==> config.mk <==
export PLATFORM = sky130hd
export DESIGN_NAME = grid_cell_occupancy_update_flat
export DESIGN_NICKNAME = d
export VERILOG_FILES = /design/src/hdl/gcou_pkg.sv /design/src/hdl/gcou_in_if.sv /design/src/hdl/gcou_out_if.sv /design/src/hdl/gcou_ram.sv /design/src/hdl/grid_cell_occupancy_update.sv /design/src/flat_wrapper.sv
export VERILOG_INCLUDE_DIRS = /design/src /design/src/hdl
export SDC_FILE = /design/constraint.sdc
export NUM_CORES = 2
export LEC_CHECK = 0
export ABC_AREA = 1
export BUFFER_PORTS_ARGS = -buffer_cell sky130_fd_sc_hd__buf_2
export CAP_MARGIN = 10
export CORE_ASPECT_RATIO = 0.5
export CORE_MARGIN = 2
export CORE_UTILIZATION = 30
export CTS_BUF_LIST = sky130_fd_sc_hd__clkbuf_8 sky130_fd_sc_hd__clkbuf_16
export CTS_CLUSTER_DIAMETER = 80
export CTS_CLUSTER_SIZE = 30
export DETAILED_ROUTE_END_ITERATION = 12
export GPL_ROUTABILITY_DRIVEN = 0
export PLACE_DENSITY = 0.46
export SLEW_MARGIN = 5
export SYNTH_ARGS = -nofsm -noshare
export SYNTH_HDL_FRONTEND = slang
export SYNTH_SLANG_ARGS = --single-unit
==> constraint.sdc <==
create_clock -name i_clk -period 8.8 [get_ports i_clk]
set_input_delay 1.76 -clock i_clk [delete_from_list [all_inputs] [get_ports i_clk]]
set_output_delay 1.76 -clock i_clk [all_outputs]
set_load 0.02 [all_outputs]
==> src/hdl/grid_cell_occupancy_update_defines.svh <==
// Assertion macros for the grid cell occupancy update block.
`ifndef GRID_CELL_OCCUPANCY_UPDATE_DEFINES_SVH
`define GRID_CELL_OCCUPANCY_UPDATE_DEFINES_SVH

`ifndef SYNTH
`define GCOU_ASSERT(lbl, clk, rst_n, prop, msg) \
    lbl: assert property (@(posedge clk) disable iff (!rst_n) prop) else $error(msg);
`define GCOU_ASSERT_NEXT(lbl, clk, rst_n, pre, post, msg) \
    lbl: assert property (@(posedge clk) disable iff (!rst_n) (pre) |=> (post)) \
        else $error(msg);
`else
`define GCOU_ASSERT(lbl, clk, rst_n, prop, msg)
`define GCOU_ASSERT_NEXT(lbl, clk, rst_n, pre, post, msg)
`endif

`endif

==> src/hdl/gcou_pkg.sv <==
// Shared constants, types and state codes of the grid cell occupancy update block.
package gcou_pkg;

    localparam int MAX_OBJECTS = 64;
    localparam int GRID_CELLS  = 256;
    localparam int FRAC_BITS   = 8;

    localparam int ID_W        = $clog2(MAX_OBJECTS);
    localparam int CELL_W      = $clog2(GRID_CELLS);
    localparam int OCC_W       = MAX_OBJECTS;
    localparam int POS_W       = 16;
    localparam int HALF_W      = 11;
    localparam int COORD_W     = 18;
    localparam int IDX_W       = COORD_W - FRAC_BITS;
    localparam int GCOORD_W    = 4;
    localparam int MUL_W       = 9;
    localparam int CFG_W       = 5;
    localparam int CFG_IDX_W   = 1;
    localparam int GRID_MAX    = 16;
    localparam int LIST_LEN    = 4;
    localparam int LIST_CNT_W  = 3;
    localparam int ENT_LIST_W  = LIST_CNT_W + LIST_LEN * CELL_W;
    localparam int EV_W        = 2 * LIST_LEN;
    localparam int EV_IDX_W    = 3;
    localparam int STEP_W      = 3;

    localparam logic [CFG_IDX_W-1:0] REG_GRID_WIDTH  = 1'd0;
    localparam logic [CFG_IDX_W-1:0] REG_GRID_HEIGHT = 1'd1;

    localparam int STATE_W = 3;
    localparam logic [STATE_W-1:0] S_IDLE = 3'd0;
    localparam logic [STATE_W-1:0] S_CALC = 3'd1;
    localparam logic [STATE_W-1:0] S_MASK = 3'd2;
    localparam logic [STATE_W-1:0] S_EVRD = 3'd3;
    localparam logic [STATE_W-1:0] S_EVWR = 3'd4;

    typedef logic [CELL_W-1:0] t_cell;
    typedef logic [ID_W-1:0]   t_id;

endpackage

==> src/hdl/gcou_in_if.sv <==
// Input channel: entity id with box centre and half extents.
interface gcou_in_if;
    logic                           valid;
    logic                           ready;
    gcou_pkg::t_id                  object_id;
    logic signed [gcou_pkg::POS_W-1:0] centre_x;
    logic signed [gcou_pkg::POS_W-1:0] centre_z;
    logic [gcou_pkg::HALF_W-1:0]    half_extent_x;
    logic [gcou_pkg::HALF_W-1:0]    half_extent_z;

    modport source (output valid, object_id, centre_x, centre_z, half_extent_x,
                    half_extent_z, input ready);
    modport sink   (input valid, object_id, centre_x, centre_z, half_extent_x,
                    half_extent_z, output ready);
endinterface

==> src/hdl/gcou_out_if.sv <==
// Output channel: one cell enter or leave event.
interface gcou_out_if;
    logic            valid;
    logic            ready;
    gcou_pkg::t_cell cell_number;
    logic            entered;
    gcou_pkg::t_id   mover_id;
    logic            last_event;

    modport source (output valid, cell_number, entered, mover_id, last_event, input ready);
    modport sink   (input valid, cell_number, entered, mover_id, last_event, output ready);
endinterface

==> src/hdl/gcou_ram.sv <==
// Generic single-write, single-read RAM with registered read data.
module gcou_ram #(
    parameter int WIDTH = 8,
    parameter int DEPTH = 16,
    localparam int AW = (DEPTH > 1) ? $clog2(DEPTH) : 1
) (
    input  logic             i_clk,
    input  logic             i_we,
    input  logic [AW-1:0]    i_waddr,
    input  logic [WIDTH-1:0] i_wdata,
    input  logic             i_re,
    input  logic [AW-1:0]    i_raddr,
    output logic [WIDTH-1:0] o_rdata
);

    logic [WIDTH-1:0] r_mem [DEPTH];
    logic [WIDTH-1:0] r_rdata;

    always_ff @(posedge i_clk) begin
        if (i_we) begin
            r_mem[i_waddr] <= i_wdata;
        end
        if (i_re) begin
            r_rdata <= r_mem[i_raddr];
        end
    end

    assign o_rdata = r_rdata;

endmodule

==> src/hdl/grid_cell_occupancy_update.sv <==
// Top level of the grid cell occupancy update block.
// Takes one entity beat at a time, maps its four box corners to grid cells through one
// shared coordinate adder/clamp and one shared cell multiplier, compares the distinct
// cells with the entity's stored list and emits one beat per cell left or entered,
// leaves first. An item of E events (0 to 8) is handled in steps: accept, eight
// sequencer steps for the four coordinates and four corners, the change masks, then
// a read-modify-write of the occupancy RAM per event, split into a read state and a
// write state. Ready is high only between items.
// Event beats wait in an output register; the sequencer holds while it is full.
// Occupancy words and entity lists come out of reset clear through per-entry valid
// bits, so there is no clearing pass.
`include "grid_cell_occupancy_update_defines.svh"

module grid_cell_occupancy_update (
    input  logic                               i_clk,
    input  logic                               i_rst_n,
    input  logic                               i_cfg_we,
    input  logic [gcou_pkg::CFG_IDX_W-1:0]     i_cfg_idx,
    input  logic [gcou_pkg::CFG_W-1:0]         i_cfg_data,
    gcou_in_if.sink                            i_in,
    gcou_out_if.source                         o_out
);

    logic [gcou_pkg::STATE_W-1:0]    r_state;
    logic [gcou_pkg::STEP_W-1:0]     r_step;
    logic [gcou_pkg::CFG_W-1:0]      r_grid_w;
    logic [gcou_pkg::CFG_W-1:0]      r_grid_h;
    logic [gcou_pkg::MAX_OBJECTS-1:0] r_ent_vld;
    logic [gcou_pkg::GRID_CELLS-1:0] r_occ_vld;
    logic                            r_old_vld;
    logic                            r_occ_hit;

    gcou_pkg::t_id                   r_id;
    logic signed [gcou_pkg::POS_W-1:0] r_cx;
    logic signed [gcou_pkg::POS_W-1:0] r_cz;
    logic [gcou_pkg::HALF_W-1:0]     r_hx;
    logic [gcou_pkg::HALF_W-1:0]     r_hz;
    logic [gcou_pkg::GCOORD_W-1:0]   r_coord [gcou_pkg::LIST_LEN];
    gcou_pkg::t_cell                 r_nw [gcou_pkg::LIST_LEN];
    logic [gcou_pkg::LIST_CNT_W-1:0] r_nn;
    gcou_pkg::t_cell                 r_old [gcou_pkg::LIST_LEN];
    logic [gcou_pkg::LIST_CNT_W-1:0] r_old_cnt;
    logic [gcou_pkg::EV_W-1:0]       r_ev_mask;
    gcou_pkg::t_cell                 r_cell;
    logic                            r_set;

    logic                            r_out_vld;
    gcou_pkg::t_cell                 r_out_cell;
    logic                            r_out_entered;
    gcou_pkg::t_id                   r_out_id;
    logic                            r_out_last;

    logic [gcou_pkg::STATE_W-1:0]    n_state;

    logic                            in_acc;
    logic                            out_free;
    logic [gcou_pkg::CFG_W-1:0]      w_eff;
    logic [gcou_pkg::CFG_W-1:0]      h_eff;

    logic                            cu_sel_z;
    logic [gcou_pkg::CFG_W-1:0]      cu_size;
    logic signed [gcou_pkg::COORD_W-1:0] cu_c;
    logic signed [gcou_pkg::COORD_W-1:0] cu_h;
    logic signed [gcou_pkg::COORD_W-1:0] cu_off;
    logic signed [gcou_pkg::COORD_W-1:0] cu_sum;
    logic [gcou_pkg::IDX_W-1:0]      cu_idx;
    logic [gcou_pkg::GCOORD_W-1:0]   cu_res;

    logic [gcou_pkg::GCOORD_W-1:0]   cm_x;
    logic [gcou_pkg::GCOORD_W-1:0]   cm_z;
    gcou_pkg::t_cell                 cm_cell;
    logic                            cm_dup;

    logic [gcou_pkg::LIST_LEN-1:0]   mk_leave;
    logic [gcou_pkg::LIST_LEN-1:0]   mk_enter;

    logic [gcou_pkg::EV_IDX_W-1:0]   ev_idx;
    logic [gcou_pkg::EV_W-1:0]       ev_onehot;
    gcou_pkg::t_cell                 ev_cell;
    logic                            ev_last;

    logic                            ent_we;
    logic                            ent_re;
    logic [gcou_pkg::ENT_LIST_W-1:0] ent_wdata;
    logic [gcou_pkg::ENT_LIST_W-1:0] ent_rdata;
    logic                            occ_we;
    logic                            occ_re;
    logic [gcou_pkg::OCC_W-1:0]      occ_wdata;
    logic [gcou_pkg::OCC_W-1:0]      occ_rdata;

    assign in_acc   = i_in.valid && i_in.ready;
    assign out_free = !r_out_vld || o_out.ready;

    assign i_in.ready        = (r_state == gcou_pkg::S_IDLE);
    assign o_out.valid       = r_out_vld;
    assign o_out.cell_number = r_out_cell;
    assign o_out.entered     = r_out_entered;
    assign o_out.mover_id    = r_out_id;
    assign o_out.last_event  = r_out_last;

    always_comb begin
        if (r_grid_w == '0) begin
            w_eff = gcou_pkg::CFG_W'(1);
        end else if (r_grid_w > gcou_pkg::CFG_W'(gcou_pkg::GRID_MAX)) begin
            w_eff = gcou_pkg::CFG_W'(gcou_pkg::GRID_MAX);
        end else begin
            w_eff = r_grid_w;
        end
        if (r_grid_h == '0) begin
            h_eff = gcou_pkg::CFG_W'(1);
        end else if (r_grid_h > gcou_pkg::CFG_W'(gcou_pkg::GRID_MAX)) begin
            h_eff = gcou_pkg::CFG_W'(gcou_pkg::GRID_MAX);
        end else begin
            h_eff = r_grid_h;
        end
    end

    // Shared coordinate unit: step 0 left, 1 right, 2 top, 3 bottom.
    always_comb begin
        cu_sel_z = r_step[1];
        cu_size  = cu_sel_z ? h_eff : w_eff;
        cu_c     = gcou_pkg::COORD_W'(cu_sel_z ? r_cz : r_cx);
        cu_h     = signed'(gcou_pkg::COORD_W'(cu_sel_z ? r_hz : r_hx));
        cu_off   = signed'(gcou_pkg::COORD_W'(cu_size) << (gcou_pkg::FRAC_BITS - 1));
        if (r_step[0]) begin
            cu_sum = cu_c + cu_off + cu_h - gcou_pkg::COORD_W'(1);
        end else begin
            cu_sum = cu_c + cu_off - cu_h + gcou_pkg::COORD_W'(1);
        end
        cu_idx = cu_sum[gcou_pkg::COORD_W-1:gcou_pkg::FRAC_BITS];
        if (cu_sum[gcou_pkg::COORD_W-1]) begin
            cu_res = '0;
        end else if (cu_idx >= gcou_pkg::IDX_W'(cu_size)) begin
            cu_res = gcou_pkg::GCOORD_W'(cu_size - gcou_pkg::CFG_W'(1));
        end else begin
            cu_res = cu_idx[gcou_pkg::GCOORD_W-1:0];
        end
    end

    // Shared cell unit: corners in the order top-left, top-right, bottom-left, bottom-right.
    always_comb begin
        cm_z    = r_step[1] ? r_coord[3] : r_coord[2];
        cm_x    = r_step[0] ? r_coord[1] : r_coord[0];
        cm_cell = gcou_pkg::CELL_W'(gcou_pkg::MUL_W'(cm_z) * gcou_pkg::MUL_W'(w_eff)
                                    + gcou_pkg::MUL_W'(cm_x));
        cm_dup  = 1'b0;
        for (int i = 0; i < gcou_pkg::LIST_LEN; i++) begin
            if (gcou_pkg::LIST_CNT_W'(i) < r_nn && r_nw[i] == cm_cell) begin
                cm_dup = 1'b1;
            end
        end
    end

    always_comb begin
        for (int i = 0; i < gcou_pkg::LIST_LEN; i++) begin
            mk_leave[i] = gcou_pkg::LIST_CNT_W'(i) < r_old_cnt;
            mk_enter[i] = gcou_pkg::LIST_CNT_W'(i) < r_nn;
            for (int j = 0; j < gcou_pkg::LIST_LEN; j++) begin
                if (gcou_pkg::LIST_CNT_W'(j) < r_nn && r_nw[j] == r_old[i]) begin
                    mk_leave[i] = 1'b0;
                end
                if (gcou_pkg::LIST_CNT_W'(j) < r_old_cnt && r_old[j] == r_nw[i]) begin
                    mk_enter[i] = 1'b0;
                end
            end
        end
    end

    always_comb begin
        ev_idx = '0;
        for (int j = gcou_pkg::EV_W - 1; j >= 0; j--) begin
            if (r_ev_mask[j]) begin
                ev_idx = gcou_pkg::EV_IDX_W'(j);
            end
        end
        ev_onehot = gcou_pkg::EV_W'(1) << ev_idx;
        ev_last   = (r_ev_mask & ~ev_onehot) == '0;
        ev_cell   = ev_idx[gcou_pkg::EV_IDX_W-1] ? r_nw[ev_idx[1:0]] : r_old[ev_idx[1:0]];
    end

    always_comb begin
        ent_wdata = '0;
        ent_wdata[gcou_pkg::ENT_LIST_W-1 -: gcou_pkg::LIST_CNT_W] = r_nn;
        for (int i = 0; i < gcou_pkg::LIST_LEN; i++) begin
            if (gcou_pkg::LIST_CNT_W'(i) < r_nn) begin
                ent_wdata[i*gcou_pkg::CELL_W +: gcou_pkg::CELL_W] = r_nw[i];
            end
        end
        occ_wdata = r_occ_hit ? occ_rdata : '0;
        occ_wdata[r_id] = r_set;
    end

    assign ent_re = in_acc;
    assign ent_we = (r_state == gcou_pkg::S_MASK);
    assign occ_re = (r_state == gcou_pkg::S_EVRD) && out_free;
    assign occ_we = (r_state == gcou_pkg::S_EVWR);

    always_comb begin
        n_state = r_state;
        unique case (r_state)
            gcou_pkg::S_IDLE: begin
                if (in_acc) begin
                    n_state = gcou_pkg::S_CALC;
                end
            end
            gcou_pkg::S_CALC: begin
                if (r_step == '1) begin
                    n_state = gcou_pkg::S_MASK;
                end
            end
            gcou_pkg::S_MASK: begin
                n_state = ({mk_enter, mk_leave} == '0) ? gcou_pkg::S_IDLE : gcou_pkg::S_EVRD;
            end
            gcou_pkg::S_EVRD: begin
                if (out_free) begin
                    n_state = gcou_pkg::S_EVWR;
                end
            end
            gcou_pkg::S_EVWR: begin
                n_state = (r_ev_mask == '0) ? gcou_pkg::S_IDLE : gcou_pkg::S_EVRD;
            end
            default: begin
                n_state = gcou_pkg::S_IDLE;
            end
        endcase
    end

    always_ff @(posedge i_clk) begin
        if (!i_rst_n) begin
            r_state   <= gcou_pkg::S_IDLE;
            r_step    <= '0;
            r_grid_w  <= gcou_pkg::CFG_W'(gcou_pkg::GRID_MAX);
            r_grid_h  <= gcou_pkg::CFG_W'(gcou_pkg::GRID_MAX);
            r_ent_vld <= '0;
            r_occ_vld <= '0;
            r_out_vld <= 1'b0;
        end else begin
            r_state <= n_state;
            if (i_cfg_we) begin
                unique case (i_cfg_idx)
                    gcou_pkg::REG_GRID_WIDTH:  r_grid_w <= i_cfg_data;
                    gcou_pkg::REG_GRID_HEIGHT: r_grid_h <= i_cfg_data;
                endcase
            end
            if (in_acc) begin
                r_step <= '0;
            end else if (r_state == gcou_pkg::S_CALC) begin
                r_step <= r_step + gcou_pkg::STEP_W'(1);
            end
            if (ent_we) begin
                r_ent_vld[r_id] <= 1'b1;
            end
            if (occ_we) begin
                r_occ_vld[r_cell] <= 1'b1;
            end
            if (occ_re) begin
                r_out_vld <= 1'b1;
            end else if (o_out.ready) begin
                r_out_vld <= 1'b0;
            end
        end
    end

    always_ff @(posedge i_clk) begin
        if (in_acc) begin
            r_id      <= i_in.object_id;
            r_cx      <= i_in.centre_x;
            r_cz      <= i_in.centre_z;
            r_hx      <= i_in.half_extent_x;
            r_hz      <= i_in.half_extent_z;
            r_nn      <= '0;
            r_old_vld <= r_ent_vld[i_in.object_id];
        end
        if (r_state == gcou_pkg::S_CALC) begin
            if (!r_step[2]) begin
                r_coord[r_step[1:0]] <= cu_res;
            end else if (!cm_dup) begin
                r_nw[r_nn[1:0]] <= cm_cell;
                r_nn            <= r_nn + gcou_pkg::LIST_CNT_W'(1);
            end
            if (r_step == '0) begin
                r_old_cnt <= r_old_vld
                    ? ent_rdata[gcou_pkg::ENT_LIST_W-1 -: gcou_pkg::LIST_CNT_W] : '0;
                for (int i = 0; i < gcou_pkg::LIST_LEN; i++) begin
                    r_old[i] <= ent_rdata[i*gcou_pkg::CELL_W +: gcou_pkg::CELL_W];
                end
            end
        end
        if (r_state == gcou_pkg::S_MASK) begin
            r_ev_mask <= {mk_enter, mk_leave};
        end
        if (occ_re) begin
            r_ev_mask     <= r_ev_mask & ~ev_onehot;
            r_cell        <= ev_cell;
            r_set         <= ev_idx[gcou_pkg::EV_IDX_W-1];
            r_occ_hit     <= r_occ_vld[ev_cell];
            r_out_cell    <= ev_cell;
            r_out_entered <= ev_idx[gcou_pkg::EV_IDX_W-1];
            r_out_id      <= r_id;
            r_out_last    <= ev_last;
        end
    end

    gcou_ram #(
        .WIDTH (gcou_pkg::ENT_LIST_W),
        .DEPTH (gcou_pkg::MAX_OBJECTS)
    ) u_ent_ram (
        .i_clk   (i_clk),
        .i_we    (ent_we),
        .i_waddr (r_id),
        .i_wdata (ent_wdata),
        .i_re    (ent_re),
        .i_raddr (i_in.object_id),
        .o_rdata (ent_rdata)
    );

    gcou_ram #(
        .WIDTH (gcou_pkg::OCC_W),
        .DEPTH (gcou_pkg::GRID_CELLS)
    ) u_occ_ram (
        .i_clk   (i_clk),
        .i_we    (occ_we),
        .i_waddr (r_cell),
        .i_wdata (occ_wdata),
        .i_re    (occ_re),
        .i_raddr (ev_cell),
        .o_rdata (occ_rdata)
    );

    `GCOU_ASSERT(a_nn_range, i_clk, i_rst_n, (r_state == gcou_pkg::S_MASK) |-> (r_nn != '0 && r_nn <= gcou_pkg::LIST_CNT_W'(gcou_pkg::LIST_LEN)), "new cell count out of range")
    `GCOU_ASSERT(a_ev_pending, i_clk, i_rst_n, (r_state == gcou_pkg::S_EVRD) |-> (r_ev_mask != '0), "event step with no event left")
    `GCOU_ASSERT_NEXT(a_ev_loaded, i_clk, i_rst_n, r_state == gcou_pkg::S_EVRD && out_free, o_out.valid && r_state == gcou_pkg::S_EVWR, "event beat not loaded")
    `GCOU_ASSERT(a_out_src, i_clk, i_rst_n, $rose(o_out.valid) |-> ($past(r_state) == gcou_pkg::S_EVRD), "output beat outside event step")

endmodule
==> src/flat_wrapper.sv <==
// flat-port wrapper written by rule: the top's interface ports become plain ports
module grid_cell_occupancy_update_flat 
  (i_clk, i_rst_n, i_cfg_we, i_cfg_idx, i_cfg_data, i_in_valid, i_in_object_id, i_in_centre_x, i_in_centre_z, i_in_half_extent_x, i_in_half_extent_z, i_in_ready, o_out_valid, o_out_cell_number, o_out_entered, o_out_mover_id, o_out_last_event, o_out_ready);
  gcou_in_if i_in_i ();
  gcou_out_if o_out_i ();
  input  logic i_clk;
  input  logic i_rst_n;
  input  logic i_cfg_we;
  input  logic [gcou_pkg::CFG_IDX_W-1:0] i_cfg_idx;
  input  logic [gcou_pkg::CFG_W-1:0] i_cfg_data;
  input wire logic [$bits(i_in_i.valid)-1:0] i_in_valid;
  input wire logic [$bits(i_in_i.object_id)-1:0] i_in_object_id;
  input wire logic [$bits(i_in_i.centre_x)-1:0] i_in_centre_x;
  input wire logic [$bits(i_in_i.centre_z)-1:0] i_in_centre_z;
  input wire logic [$bits(i_in_i.half_extent_x)-1:0] i_in_half_extent_x;
  input wire logic [$bits(i_in_i.half_extent_z)-1:0] i_in_half_extent_z;
  output wire logic [$bits(i_in_i.ready)-1:0] i_in_ready;
  output wire logic [$bits(o_out_i.valid)-1:0] o_out_valid;
  output wire logic [$bits(o_out_i.cell_number)-1:0] o_out_cell_number;
  output wire logic [$bits(o_out_i.entered)-1:0] o_out_entered;
  output wire logic [$bits(o_out_i.mover_id)-1:0] o_out_mover_id;
  output wire logic [$bits(o_out_i.last_event)-1:0] o_out_last_event;
  input wire logic [$bits(o_out_i.ready)-1:0] o_out_ready;
  assign i_in_i.valid = i_in_valid;
  assign i_in_i.object_id = i_in_object_id;
  assign i_in_i.centre_x = i_in_centre_x;
  assign i_in_i.centre_z = i_in_centre_z;
  assign i_in_i.half_extent_x = i_in_half_extent_x;
  assign i_in_i.half_extent_z = i_in_half_extent_z;
  assign i_in_ready = i_in_i.ready;
  assign o_out_valid = o_out_i.valid;
  assign o_out_cell_number = o_out_i.cell_number;
  assign o_out_entered = o_out_i.entered;
  assign o_out_mover_id = o_out_i.mover_id;
  assign o_out_last_event = o_out_i.last_event;
  assign o_out_i.ready = o_out_ready;
  grid_cell_occupancy_update u_core (.i_clk(i_clk), .i_rst_n(i_rst_n), .i_cfg_we(i_cfg_we), .i_cfg_idx(i_cfg_idx), .i_cfg_data(i_cfg_data), .i_in(i_in_i), .o_out(o_out_i));
endmodule
After elaboration in Yosys (flattened, before gate mapping)
Memory sizes are Yosys's and may differ from the RTL's. A register that Yosys moved wholly into a read port is not among the register bits.
Index checks and enable logic that the tools add are counted.

storage, ports and cells
  flip-flop bits (word level) = 172
  memory bits (writable) = 2320
  bits of input ports = 71
  output and inout port bits = 18
  memories = 4

memories
  name                    depth  bits a word  read ports  clocked after Yosys merged registers in  write ports  line                              RTL
  u_core.u_ent_ram.r_mem  64     35           1           1                                        1            gcou_ram.sv:16                    logic [WIDTH-1:0] r_mem [DEPTH];
  u_core.r_nw             4      8            5           0                                        1            grid_cell_occupancy_update.sv:39  gcou_pkg::t_cell r_nw [gcou_pkg::LIST_LEN];
  u_core.r_old            4      8            5           0                                        4            grid_cell_occupancy_update.sv:41  gcou_pkg::t_cell r_old [gcou_pkg::LIST_LEN];
  u_core.r_coord          4      4            4           0                                        1            grid_cell_occupancy_update.sv:38  logic [gcou_pkg::GCOORD_W-1:0] r_coord [gcou_pkg::LIST_LEN];

cells by class
  $add $sub $neg = 9
  multiply operators = 1
  magnitude comparators = 14
  equality and inequality tests = 44
  shifts and indexed selects = 1
  mux-type cells = 91
  bitwise gates (word level) = 5
  reductions and logical operators = 55

operator list
  cell                                                                   number
  8-bit == test                                                          36
  64-bit OR                                                              1
  8-bit 2-to-1 mux                                                       7
  1-bit 2-to-1 mux                                                       52
  3-bit 2-to-1 mux                                                       15
  1-bit logical AND                                                      39
  18-bit 2-to-1 mux                                                      2
  5-bit 2-to-1 mux                                                       5
  8-bit zero test                                                        3
  18-bit by 13-bit adder with 18-bit output                              1
  18-bit adder                                                           1
  18-bit by 2-bit adder with 18-bit output (second input constant)       1
  18-bit subtractor                                                      1
  18-bit by 2-bit subtractor with 18-bit output (second input constant)  1
  4-bit 2-to-1 mux                                                       4
  3-bit case mux with 5 select lines                                     1
  6-bit by 7-bit < comparator with 1-bit output (second input constant)  2
  1-bit by 3-bit < comparator with 1-bit output (first input constant)   4
  2-bit by 3-bit < comparator with 1-bit output (first input constant)   4
  11-bit 2-to-1 mux                                                      1
  10-bit by 5-bit greater-or-equal comparator with 1-bit output          1
  5-bit > comparator (second input constant)                             2
  5-bit zero test                                                        2
  8-bit by 4-bit adder with 8-bit output                                 1
  23 further kinds                                                       33

Longest topological paths before layout
  depth after elaboration = 15
  mapped depth = 30
  mapped depth without buffers = 30

Cells and area by module
From an unflattened synthesis, not the netlist that was laid out.

unflattened totals
  cells, all modules = 9342
  area total of the unflattened synthesis = 106601.0 µm²

modules (own cells, without submodules)
  module                      times used  cells each  area each (µm²)  seq. area each (µm²)
  gcou_ram                    1           7407        91238.8          68315.5
  grid_cell_occupancy_update  1           1935        15362.2          6726.5

Worst setup path before layout
OpenSTA, ideal clock, no wires.

  path kind = flip-flop to flip-flop
  start point = reg u_core.r_step[1] (netlist name)
  end point = mem u_core.r_nw[0][0] (netlist name), enable pin
  setup time = 371 ps
  arrival time = 4806 ps
  setup slack = 3623 ps
  stages on the path, launching flop included = 22
  period minus slack after synthesis = 5177 ps
  cells stage by stage = dfxtp_1 -> buf_6 -> clkbuf_1 -> mux2i_1 -> or2_2 -> fa_1 -> fa_1 -> fa_1 -> inv_1 -> ha_1 -> nand3_1 -> nand2_1 -> or2_2 -> nand2_1 -> inv_1 -> o21ai_0 -> nor2_1 -> nand2_1 -> nor2_1 -> nor2_2 -> nand3_2 -> nor2_1

on the way
  word-level cells in the longest chain between the ends = 13
  elaborated cells between the ends (all ways) = 19
  those cells by class = add/sub: 1; mul: 1; eq/ne: 4; mux: 9; reduce/logical: 4

ends and longest elaborated chain
  element                                        line                               RTL
  start, declared                                grid_cell_occupancy_update.sv:25   logic [gcou_pkg::STEP_W-1:0] r_step;
  start signal, assigned                         grid_cell_occupancy_update.sv:248  r_step <= r_step + gcou_pkg::STEP_W'(1);
  4-bit 2-to-1 mux *                             grid_cell_occupancy_update.sv:142  cm_z = r_step[1] ? r_coord[3] : r_coord[2];
  4-bit by 5-bit multiplier with 8-bit output *  grid_cell_occupancy_update.sv:144  cm_cell = gcou_pkg::CELL_W'(gcou_pkg::MUL_W'(cm_z) * gcou_pkg::MUL_W'(w_eff)
  8-bit by 4-bit adder with 8-bit output *       grid_cell_occupancy_update.sv:145  + gcou_pkg::MUL_W'(cm_x));
  named net u_core.cm_cell[5]                    grid_cell_occupancy_update.sv:71   gcou_pkg::t_cell cm_cell;
  8-bit == test                                  grid_cell_occupancy_update.sv:148  if (gcou_pkg::LIST_CNT_W'(i) < r_nn && r_nw[i] == cm_cell) begin
  1-bit logical AND                              grid_cell_occupancy_update.sv:148
  1-bit 2-to-1 mux (3 in a row)                  grid_cell_occupancy_update.sv:148
  1-bit 2-to-1 mux *                             grid_cell_occupancy_update.sv:148
  1-bit 2-to-1 mux *                             grid_cell_occupancy_update.sv:277  end else if (!cm_dup) begin
  1-bit 2-to-1 mux *                             grid_cell_occupancy_update.sv:275  if (!r_step[2]) begin
  1-bit 2-to-1 mux *                             grid_cell_occupancy_update.sv:274  if (r_state == gcou_pkg::S_CALC) begin
  1-bit 2-to-1 mux (not written as such) *       grid_cell_occupancy_update.sv:278  r_nw[r_nn[1:0]] <= cm_cell;
  end, declared                                  grid_cell_occupancy_update.sv:39

The timed path passes the listed nets; every way through them passes the cells marked *.

Worst setup path after layout
  start point = reg u_core.r_step[1] (netlist name)
  end point = mem u_core.r_nw[2][2] (netlist name), enable pin

Same word-level chain as after synthesis.

==> run_results.csv <==
group,metric,value,unit
grt,grt_antenna_before_repair,19,
synthesis,synth_area_leader_cell,"edfxtp_1",
hold_path,hold_class,"flip-flop to flip-flop",
status,outcome,"complete, no violations",
synthesis,postSynthCellCount,8472,
final_layout,seq_area,75000,um^2
power_and_ir_drop,p_per_area,207,nW/um^2
power_and_ir_drop,seqPwrFrac,57.1,%
clock_network,clockBufferDepth,3,
route,viasPerCell,5.23,
clock_network,cts_buffers,119,
die,die_area,351000,um^2
hold_path,worstHoldStart,"u_core.u_ent_ram.o_rdata[13]",
final_layout,filler_cell_count,34100,
clock_network,htree_levels,3,
placed_design,numPortBuffers,88,
placed_design,dp_hpwl,180,mm
setup_path,path_cells,"buf_4 -> mux2i_1 -> or2_2 -> fa_1 -> fa_1 -> fa_1 -> inv_1 -> ha_1 -> nand3_1 -> nand2_1 -> or2_2 -> nand2_1 -> inv_1 -> o21ai_0 -> nor2_1 -> nand2_1 -> nor2_1 -> nor2_2 -> nand3_2 -> nor2_1",
setup_path,setup.worst_path.start,"u_core.r_step[1]",
power_and_ir_drop,p_int,17.2,mW
synthesis,synth_seq_area_share,72.3,%
final_layout,final_nets,8450,
die,die_h,420,um
power_and_ir_drop,clkPwrFrac,30.6,%
synthesis,ys_warn_count,0,
power_and_ir_drop,power,23.7,mW
die,initial_core_util,30.2,%
setup_path,worstPathArrival,6330,ps
synthesis,synth_seq_cells,2527,
route,first_pass_iters,6,
synthesis,ys_types,52,
die,io_pins,89,
clock_network,cts_tree,"yes",
synthesis,syn_nets,8634,
run,cap_violations,0,
sta,rsz0062_at_grt,"false",
die,die_w,836,um
sta,finalHoldViolCount,0,
sta,worst_clock_skew,56.0,ps
setup_path,end_kind,"flip-flop",
sta,max_freq,170,MHz
clock_network,ctsHoldBuffers,0,
sta,finalSetupTns,0,ps
synthesis,synth_async_sr_flop_share,0,%
sta,setup_viol,0,
final_layout,layout-drive-gt1-share,7.93,%
clock_network,clock_latency,850,ps
setup_path,cp_max_fo,42,
power_and_ir_drop,p_sw,6.47,mW
route,ant_nets,0,
synthesis,synth_ff_type,"edfxtp_1",
die,num_rows,152,
sta,worst_pin_slew,1400,ps
clock_network,clockRootBuffer,"clkbuf_16",
die,core_area,344000,um^2
clock_network,cts_setup_buffers,0,
grt,grt_pass1_vias,64500,
route,drtIter0Drc,8257,
clock_network,ctsResizeCount,0,
synthesis,synth_edf_count,2443,
clock_network,cts.sinks,2527,
power_and_ir_drop,swShare,27.3,%
final_layout,area_growth,10.3,%
clock_network,clk_pin_slew,120,ps
final_layout,diodes,0,
route,vias,68000,
setup_path,crit_required,9260,ps
final_layout,postLayoutCoreUtil,33.3,%
route,routed_wl,344,mm
setup_path,slowest_stage,"nor2_1",
grt,grt_overflow_total,0,
sta,whs,424,ps
grt,track_usage,19.0,%
grt,grt_max_degree,172,
power_and_ir_drop,peakVddDrop,0.182,mV
grt,grt_pass1_wl,487,mm
route,drc,0,
synthesis,synth.cell_area,104000,um^2
synthesis,ys_top_cells_by_area,"edfxtp_1, o21ai_0, nor2_1",
setup_path,rr_startpoint,"u_core.r_step[1]",
setup_path,critical_path.startpoint_type,"flip-flop",
sta,slew_headroom,6.97,%
setup_path,critPathMaxStageDelay,690,ps
synthesis,yosys.area.top_type_share,70.7,%
sta,drv_slew,0,
final_layout,multiInputGateArea,26100,um^2
sta,post-route-min-period,5870,ps
power_and_ir_drop,power_leakage,36.6,nW
power_and_ir_drop,comb_power_share,12.3,%
synthesis,synth_area_per_cell,12.2,um^2
sta,fin_crit_sh,66.7,%
route,wl_per_cell,26.4,um
setup_path,crit_type,"flip-flop to flip-flop",
worst paths after layout:
path	to	slack, ps	cells after the start
setup reg to reg	u_core.r_nw[2][2]	2930	20
hold reg to reg	u_core.r_old[1][5]	420	0
hold / removal	u_core.r_old[1][5]	420	0
setup / recovery	u_core.r_nw[2][2]	2930	20
registers in the layout, summed over array words and instances (netlist names), 16 cells and up:
name                      count
u_core.r_coord               16
u_core.r_cx                  16
u_core.r_cz                  16
u_core.r_ent_vld             64
u_core.r_nw                  32
u_core.r_old                 32
u_core.u_ent_ram.o_rdata     35
u_core.u_ent_ram.r_mem     2240
routing by layer:
metal / vias up / global-route usage, % / routed length (um)
met4: 2 / 4.09 / 7620
met1: 35100 / 27.3 / 157000
met3: 301 / 2.70 / 23000
met2: 2207 / 30.6 / 156000
met5: - / 0 / 13
li1: 30400 / - / -
power by group through the flow:
stage / sequential [mW] / combinational (mW) / clock (mW)
2_1_floorplan: 13.7 / 1.93 / 0
3_3_place_gp: 13.8 / 2.89 / 0
3_5_place_dp: 13.8 / 2.90 / 0
4_1_cts: 13.5 / 2.90 / 7.41
5_1_grt: 13.5 / 3.21 / 7.80
6_report: 13.5 / 2.90 / 7.25
cells in the mapped netlist, drive strengths merged (3+ instances only):
cell / n
a21o: 3
a21oi: 72
buf: 120
clkbuf: 459
clkinv: 5
dfxtp: 84
edfxtp: 2443
fa: 9
ha: 82
inv: 261
mux2i: 18
nand2: 353
nand3: 102
nand4: 29
nor2: 1920
nor3: 22
nor4: 3
o2111ai: 5
o211ai: 5
o21ai: 1547
o221ai: 9
o22ai: 723
o32ai: 36
or2: 21
xnor2: 74
xor2: 54
final cells by class:
cell class,instances,area share [%]
Clock inverter,97,1.10
Tap cell,4620,5.05
Timing Repair Buffer,274,1.85
Sequential cell,2527,65.6
Inverter,266,0.902
Clock buffer,121,2.65
Multi-Input combinational cell,5100,22.8
cell families after synthesis:
family	Yosys count	synth area share [%]
mux	18	0.174
simple gates	2454	9.30
buf+inv	845	3.21
xor+xnor	128	1.09
compound gates	2409	12.7
fa+ha+maj	91	1.16
flops	2527	72.3
cell usage in the layout (no fill, tap or decap), types with 82 or more instances in the layout:
master and n:
edfxtp_1 2443, nor2_1 1820, o21ai_0 1466, o22ai_1 723
nand2_1 339, inv_1 247, buf_4 168, clkbuf_16 121
nand3_1 94, nor2_4 92, buf_2 83, ha_1 82
critical path, delay by kind of cell (launching register included):
| kind | cells | cell delay, ps |
|---|---|---|
| buf+inv | 3 | 720 |
| flops | 1 | 320 |
| mux | 1 | 270 |
| simple gates | 11 | 2220 |
| compound gates | 1 | 180 |
| fa+ha+maj | 4 | 1830 |
stage by stage:
step | cell area, um^2 | setup WS, ps | instances
after detailed placement | 110000 | 2970 | 12800
after global routing | 114000 | 2530 | 13000
after CTS | 114000 | 2930 | 13000
final | 114000 | 2930 | 13000
after global placement | 110000 | 2990 | 12800
after floorplan | 104000 | 3620 | 8472
No activity file was read; power rests on OpenSTA's default activity.
